**src/rtl/core/crb_pkg.sv**
```systemverilog
`timescale 1ns / 1ps

package crb_pkg;

    localparam int FRAC_BITS = 16;
    localparam int MAX_TERMS = 16;
    localparam int IDX_W     = $clog2(MAX_TERMS);
    localparam int CNT_W     = 5;
    localparam int INV_W     = 31;
    localparam int DATA_W    = 32;
    localparam int ONE       = 1 << FRAC_BITS;

    // x spans [0, ONE]; raw terms keep headroom for floor drift
    localparam int XW = FRAC_BITS + 1;
    localparam int TW = FRAC_BITS + 6;
    // |dT_n/dr| grows like n^2 * inv_span
    localparam int DW = INV_W + 2 * $clog2(MAX_TERMS) + 3;

    localparam logic signed [DATA_W-1:0] LOWER_BOUND_RESET = 32'sd0;
    localparam logic signed [DATA_W-1:0] UPPER_BOUND_RESET = 32'sd327680;
    localparam logic [INV_W-1:0]         INV_SPAN_RESET    = 31'd13107;
    localparam logic [CNT_W-1:0]         TERM_COUNT_RESET  = 5'd8;
    localparam logic                     POSITIVE_RESET    = 1'b0;

    typedef enum logic [2:0] {
        REG_LOWER_BOUND   = 3'd0,
        REG_UPPER_BOUND   = 3'd1,
        REG_INV_SPAN      = 3'd2,
        REG_TERM_COUNT    = 3'd3,
        REG_POSITIVE_MODE = 3'd4
    } crb_reg_t;

    typedef struct packed {
        logic [INV_W-1:0] inv_span;
        logic [CNT_W-1:0] term_count;
        logic             positive_mode;
    } crb_cfg_t;

    typedef struct packed {
        logic [XW-1:0] x;
        logic          outside;
    } crb_front_t;

    typedef struct packed {
        logic [IDX_W-1:0]         term_index;
        logic signed [DATA_W-1:0] term_value;
        logic signed [DATA_W-1:0] term_derivative;
        logic                     last_term;
        logic                     out_of_range;
        logic                     saturated;
    } crb_term_t;

endpackage

```
**src/rtl/core/crb_term_gen.sv**
```systemverilog
`timescale 1ns / 1ps

module crb_term_gen import crb_pkg::*;
(
    input  logic       clk,
    input  logic       rst_n,
    input  crb_cfg_t   cfg,
    input  logic       in_valid,
    output logic       in_ready,
    input  crb_front_t in_data,
    output logic       out_valid,
    input  logic       out_ready,
    output crb_term_t  out_data
);

    localparam int PXT_W = XW + 1 + TW;
    localparam int PIT_W = INV_W + 1 + TW;
    localparam int PXD_W = XW + 1 + DW;
    localparam int TC_W  = PXT_W + 1;
    localparam int DC_W  = PXD_W + 2;
    localparam int TP_W  = TW + 1;
    localparam int DP_W  = DW + 1;

    // recurrence state
    logic                 busy_reg;
    logic [IDX_W-1:0]     n_reg;
    logic [XW-1:0]        x_reg;
    logic                 outside_reg;
    logic signed [TW-1:0] t1_reg;
    logic signed [TW-1:0] t2_reg;
    logic signed [DW-1:0] d1_reg;
    logic signed [DW-1:0] d2_reg;

    // raw term register ahead of output formatting
    logic                 pv_reg;
    logic [IDX_W-1:0]     p_n_reg;
    logic signed [TW-1:0] p_t_reg;
    logic signed [DW-1:0] p_d_reg;
    logic                 p_last_reg;
    logic                 p_outside_reg;

    logic                    post_free;
    logic                    step;
    logic                    last_n;
    logic                    load;
    logic [IDX_W-1:0]        count_m1;
    logic                    count_zero;
    logic signed [XW:0]      x_s;
    logic signed [INV_W:0]   inv_s;
    logic signed [PXT_W-1:0] prod_xt;
    logic signed [PIT_W-1:0] prod_it;
    logic signed [PXD_W-1:0] prod_xd;
    logic signed [TC_W-1:0]  t_calc;
    logic signed [DC_W-1:0]  d_calc;
    logic signed [TW-1:0]    t_next;
    logic signed [DW-1:0]    d_next;
    logic signed [TP_W-1:0]  pos_t;
    logic signed [DP_W-1:0]  sel_d;
    logic [DP_W-32:0]        d_hi;
    logic                    d_fits;

    always_comb
    begin
        if (cfg.term_count > CNT_W'(MAX_TERMS))
        begin
            count_m1 = IDX_W'(MAX_TERMS - 1);
        end
        else
        begin
            count_m1 = IDX_W'(cfg.term_count - 1'b1);
        end
    end

    assign count_zero = (cfg.term_count == '0);
    assign post_free  = !pv_reg || out_ready;
    assign step       = busy_reg && post_free;
    assign last_n     = (n_reg == count_m1);
    assign in_ready   = !busy_reg || (step && last_n);
    assign load       = in_valid && in_ready && !count_zero;

    assign x_s   = {1'b0, x_reg};
    assign inv_s = {1'b0, cfg.inv_span};

    // T_n = 2*M(x,T1) - T2, D_n = 2*M(inv,T1) + 2*M(x,D1) - D2
    always_comb
    begin
        prod_xt = PXT_W'(x_s) * PXT_W'(t1_reg);
        prod_it = PIT_W'(inv_s) * PIT_W'(t1_reg);
        prod_xd = PXD_W'(x_s) * PXD_W'(d1_reg);
        t_calc  = (TC_W'(prod_xt >>> FRAC_BITS) <<< 1) - TC_W'(t2_reg);
        d_calc  = (DC_W'(prod_it >>> FRAC_BITS) <<< 1)
                + (DC_W'(prod_xd >>> FRAC_BITS) <<< 1)
                - DC_W'(d2_reg);
    end

    always_comb
    begin
        priority if (n_reg == IDX_W'(0))
        begin
            t_next = TW'(ONE);
            d_next = '0;
        end
        else if (n_reg == IDX_W'(1))
        begin
            t_next = TW'(x_reg);
            d_next = DW'(cfg.inv_span);
        end
        else
        begin
            t_next = t_calc[TW-1:0];
            d_next = d_calc[DW-1:0];
        end
    end

    always_ff @(posedge clk or negedge rst_n)
    begin
        if (!rst_n)
        begin
            busy_reg <= 1'b0;
            pv_reg   <= 1'b0;
        end
        else
        begin
            if (load)
            begin
                busy_reg <= 1'b1;
            end
            else if (step && last_n)
            begin
                busy_reg <= 1'b0;
            end
            if (post_free)
            begin
                pv_reg <= step;
            end
        end
    end

    always_ff @(posedge clk)
    begin
        if (load)
        begin
            n_reg       <= '0;
            x_reg       <= in_data.x;
            outside_reg <= in_data.outside;
        end
        else if (step)
        begin
            n_reg <= n_reg + 1'b1;
        end
        if (step)
        begin
            t2_reg        <= t1_reg;
            t1_reg        <= t_next;
            d2_reg        <= d1_reg;
            d1_reg        <= d_next;
            p_n_reg       <= n_reg;
            p_t_reg       <= t_next;
            p_d_reg       <= d_next;
            p_last_reg    <= last_n;
            p_outside_reg <= outside_reg;
        end
    end

    // output formatting: shifted form, derivative clip, zeroed terms when out of range
    always_comb
    begin
        pos_t = TP_W'(ONE) - TP_W'(p_t_reg);
        if (cfg.positive_mode && (p_n_reg != '0))
        begin
            sel_d = (-DP_W'(p_d_reg)) >>> 1;
        end
        else
        begin
            sel_d = DP_W'(p_d_reg);
        end
        d_hi   = sel_d[DP_W-1:31];
        d_fits = (&d_hi) || !(|d_hi);

        out_data.term_index   = p_n_reg;
        out_data.last_term    = p_last_reg;
        out_data.out_of_range = p_outside_reg;
        if (p_outside_reg)
        begin
            out_data.term_value      = '0;
            out_data.term_derivative = '0;
            out_data.saturated       = 1'b0;
        end
        else
        begin
            if (cfg.positive_mode && (p_n_reg != '0))
            begin
                out_data.term_value = DATA_W'(pos_t >>> 1);
            end
            else
            begin
                out_data.term_value = DATA_W'(p_t_reg);
            end
            if (d_fits)
            begin
                out_data.term_derivative = sel_d[DATA_W-1:0];
            end
            else if (sel_d[DP_W-1])
            begin
                out_data.term_derivative = 32'sh8000_0000;
            end
            else
            begin
                out_data.term_derivative = 32'sh7FFF_FFFF;
            end
            out_data.saturated = !d_fits;
        end
    end

    assign out_valid = pv_reg;

endmodule

```
**config.mk**
```make
export PLATFORM = sky130hd
export DESIGN_NAME = crb_term_gen
export DESIGN_NICKNAME = d
export VERILOG_FILES = /design/src/rtl/core/crb_pkg.sv /design/src/rtl/core/crb_term_gen.sv
export SDC_FILE = /design/constraint.sdc
export NUM_CORES = 2
export LEC_CHECK = 0
export BUFFER_PORTS_ARGS = -buffer_cell sky130_fd_sc_hd__buf_2
export CORE_MARGIN = 5
export CORE_UTILIZATION = 65
export CTS_CLUSTER_SIZE = 14
export DETAILED_ROUTE_END_ITERATION = 6
export PLACE_DENSITY_LB_ADDON = 0.08
export SETUP_SLACK_MARGIN = 0.05
export SLEW_MARGIN = 20
export SYNTH_ARGS = -nofsm -noshare
export SYNTH_HDL_FRONTEND = slang
export SYNTH_SLANG_ARGS = --single-unit
```
**constraint.sdc**
```tcl
create_clock -name clk -period 12.5 [get_ports clk]
set_input_delay 2.5 -clock clk [delete_from_list [all_inputs] [get_ports clk]]
set_output_delay 2.5 -clock clk [all_outputs]
set_load 0.005 [all_outputs]
```
==> summary.md <==
| Metric | Value |
|---|---|
| Status | finished, final reports clean |
| Antenna violations before repair | 3 |
| Crit Path Max Fanout | 21 |
| Largest net degree at the start of global routing | 82 |
| Reg2Reg Depth | 39 |
| Clock Sinks | 158 |
| Post-detailed-route count of antenna-violating nets | 0 |
| GRT Util Overall | 33.4% |
| Worst path required time | 12.74 ns |
| Setup crit end kind | flop |
| Worst-path clk slew | 0.08 ns |
| Cell variety after synth | 82 |
| Slew headroom | 22.6% |
| IO Count | 132 |
| Maxcap violations | 0 |
| Vias in the first global route | 55440 |
| RSZ-0062 raised after global routing | yes |
| R2r endpoint | p_d_reg[41]$_SDFFCE_PP0P_ |
| Post-synthesis sequential area ratio | 6.84% |
| Most frequent cells in the layout | 1808 x inv_1, 1617 x fa_1, 1240 x nand2_1 |
| Warnings, synthesis | 0 |
| Hold Path Cell Cnt | 0 |
| Via density | 5.71 |
| Final Hold Fails | 0 |
| Fmax | 83.2 MHz |
| # port buffers | 131 |
| Min cycle time layout | 12.02 ns |
| Total Routed Length | 180000 um |
| Fin crit share | 96.1% |
| Asr flop ratio synth | 1.27% |
| Hold Path Sink | p_outside_reg$_DFFE_PP_ |
| Crit path from | cfg[20] |
| CTS max path bufs | 2 |
| Post-Syn Area per Cell | 8.93 sq um |
| Share of cells above drive strength 1 | 6.11% |
| Synth-to-Final Area Change | 4.50% |
| Total grt overflow | 0 |
| Synth Net Count | 9845 |
| Drt pass-1 iters | 7 |
| Setup Buffers After CTS | 0 |
| Core area | 0.105 sq mm |
| Final #Nets | 9768 |
| Worst path max stage delay | 0.57 ns |
| Crit path DAT | 12.25 ns |
| Initial drt markers | 3831 |
| HP Class | flop to flop |
| First-pass GRT wire length | 295000 um |
| Drt drc | 0 |
| Worst-Margin Slew | 1.16 ns |
| Setup-failing EPs final | 0 |
| H-tree Lvls | 4 |
| Synthesized area | 0.0686 sq mm |
| CTS Root Cell | clkbuf_16 |
| #FFs+latches synth | 158 |
| Design area | 0.0717 sq mm |
| Primary FF master, synth | edfxtp_1 |
| Worst-Skew Late Latency | 0.52 ns |
| Reg2Reg Launch Point | p_t_reg[1]$_SDFFCE_PP0P_ |
| CTS tree | yes |
| Die width | 335 um |
| DP Wirelength | 143000 um |
| Worst reg2reg setup slack | 1.57 ns |
| Area of placed instances | 0.0710 sq mm |
| Die height | 335 um |
| CTS Buf Count | 17 |
| Die ar. | 0.112 sq mm |
| CP most frequent cell | fa_1 |
| CTS Hold Bufs | 0 |
| Slew Limit Fails | 0 |
| Row count | 119 |
| Most common cell after layout, fill and taps aside | inv_1 |
| Initial Utilization | 65.3% |
| CP Launch Type | input port |
| EDFF count, synth | 152 |
| Syn Inst Count | 7686 |
| Via count | 51500 |
| Layout Skew | 0.0260 ns |
| Slowest cell on crit path | fa_1 |
| Fillers | 8660 |
| Routability cong. | 0.923 |
| Crit path kind | input port to flop |
| WL/cell | 20.0 um |
| Min-delay src | outside_reg$_DFFE_PP_ |
## metrics by stage
step                std cells  setup slack (ns)  setup TNS, ns  hold slack [ns]  util, %
CTS                      9012            0.0550              0            0.455     68.1
global route             9013            0.0335              0            0.466     68.2
floorplan                7686             0.362              0            0.400        -
detailed placement       8980            -0.411          -3.01            0.437     67.6
global placement         8980            -0.306          -1.80            0.433     67.6
finish                   9014             0.484              0            0.454     68.2
## kinds of logic (layout without fill, tap and decap cells)
family / after synthesis / in the layout / synth area share (%)
AND/OR/NAND/NOR: 2353 / 2353 / 16.3
other: 0 / 1 / 0
flip-flops: 158 / 158 / 6.84
adder cells (fa/ha/maj): 2100 / 2100 / 56.0
AO/OA/AOI/OAI: 602 / 602 / 5.73
multiplexers: 2 / 2 / 0.0310
XOR/XNOR: 203 / 203 / 2.63
buffers and inverters: 2268 / 2204 / 12.5
## repair_timing
item,in CTS,in global routing
resized for setup,0,19
endpoints found under the hold margin,0,0
endpoints found under the setup margin,0,18
## Yosys cell counts (all sizes together), types with 5 or more instances
master / n / share of area [%]
inv: 1808 / 9.9
fa: 1617 / 47
nand2: 1241 / 6.8
and2: 655 / 6.0
ha: 483 / 8.8
clkbuf: 421 / 2.3
a21oi: 201 / 1.5
nor2: 182 / 1.0
edfxtp: 152 / 6.7
xnor2: 130 / 1.7
o21ai: 122 / 1.1
a21o: 74 / 0.81
xor2: 71 / 0.91
nor3: 42 / 0.31
nand2b: 41 / 0.37
nand3: 40 / 0.29
buf: 38 / 0.32
nor2b: 29 / 0.26
o21a: 28 / 0.31
a211oi: 27 / 0.30
nand4: 23 / 0.21
or3: 22 / 0.22
a31oi: 19 / 0.17
o21bai: 19 / 0.21
o211ai: 16 / 0.18
nor4: 14 / 0.13
and3: 12 / 0.11
o41ai: 11 / 0.16
o311ai: 10 / 0.13
or2: 10 / 0.091
a2111oi: 8 / 0.10
and4: 8 / 0.10
nor4b: 8 / 0.10
o31ai: 8 / 0.088
nor3b: 7 / 0.077
or4: 7 / 0.077
a211o: 5 / 0.064
## worst max-delay path by stage
stage / to / slack, ns / depth (start not counted)
2_1_floorplan: p_d_reg[41]$_SDFFCE_PP0P_ / 0.36 / 38
3_3_place_gp: p_d_reg[41]$_SDFFCE_PP0P_ / -0.31 / 42
3_5_place_dp: p_d_reg[41]$_SDFFCE_PP0P_ / -0.41 / 42
4_1_cts: p_d_reg[41]$_SDFFCE_PP0P_ / 0.06 / 42
5_1_grt: p_d_reg[41]$_SDFFCE_PP0P_ / 0.03 / 40
6_report: p_d_reg[41]$_SDFFCE_PP0P_ / 0.48 / 40
## layer usage
layer / vias up / GRT usage (%) / share of wire [%]
met4: 2 / 13.6 / 4.9
li1: 22468 / - / -
met1: 26573 / 44.3 / 39
met2: 2029 / 56.2 / 49
met5: - / 0 / 0.0039
met3: 428 / 4.76 / 7.7
## cell type report
type,count,area [sq um],share of cell area (%)
multi-input combinational,5260,55500,77.3
inverter,1809,6790,9.47
sequential,158,4690,6.55
timing repair buffer,363,2430,3.39
tap,1391,1740,2.43
clock buffer,18,429,0.598
clock inverter,14,170,0.237
antenna,1,2.50,0.00349
## critical path, delay by kind of cell
family	cells	cell delay, ns
AND/OR/NAND/NOR	4	0.56
XOR/XNOR	2	0.30
AO/OA/AOI/OAI	15	3.12
adder cells (fa/ha/maj)	10	4.66
buffers and inverters	9	1.10
Power is not shown: default switching activity piles up to over one toggle a cycle in this logic, so the estimate is an artifact.
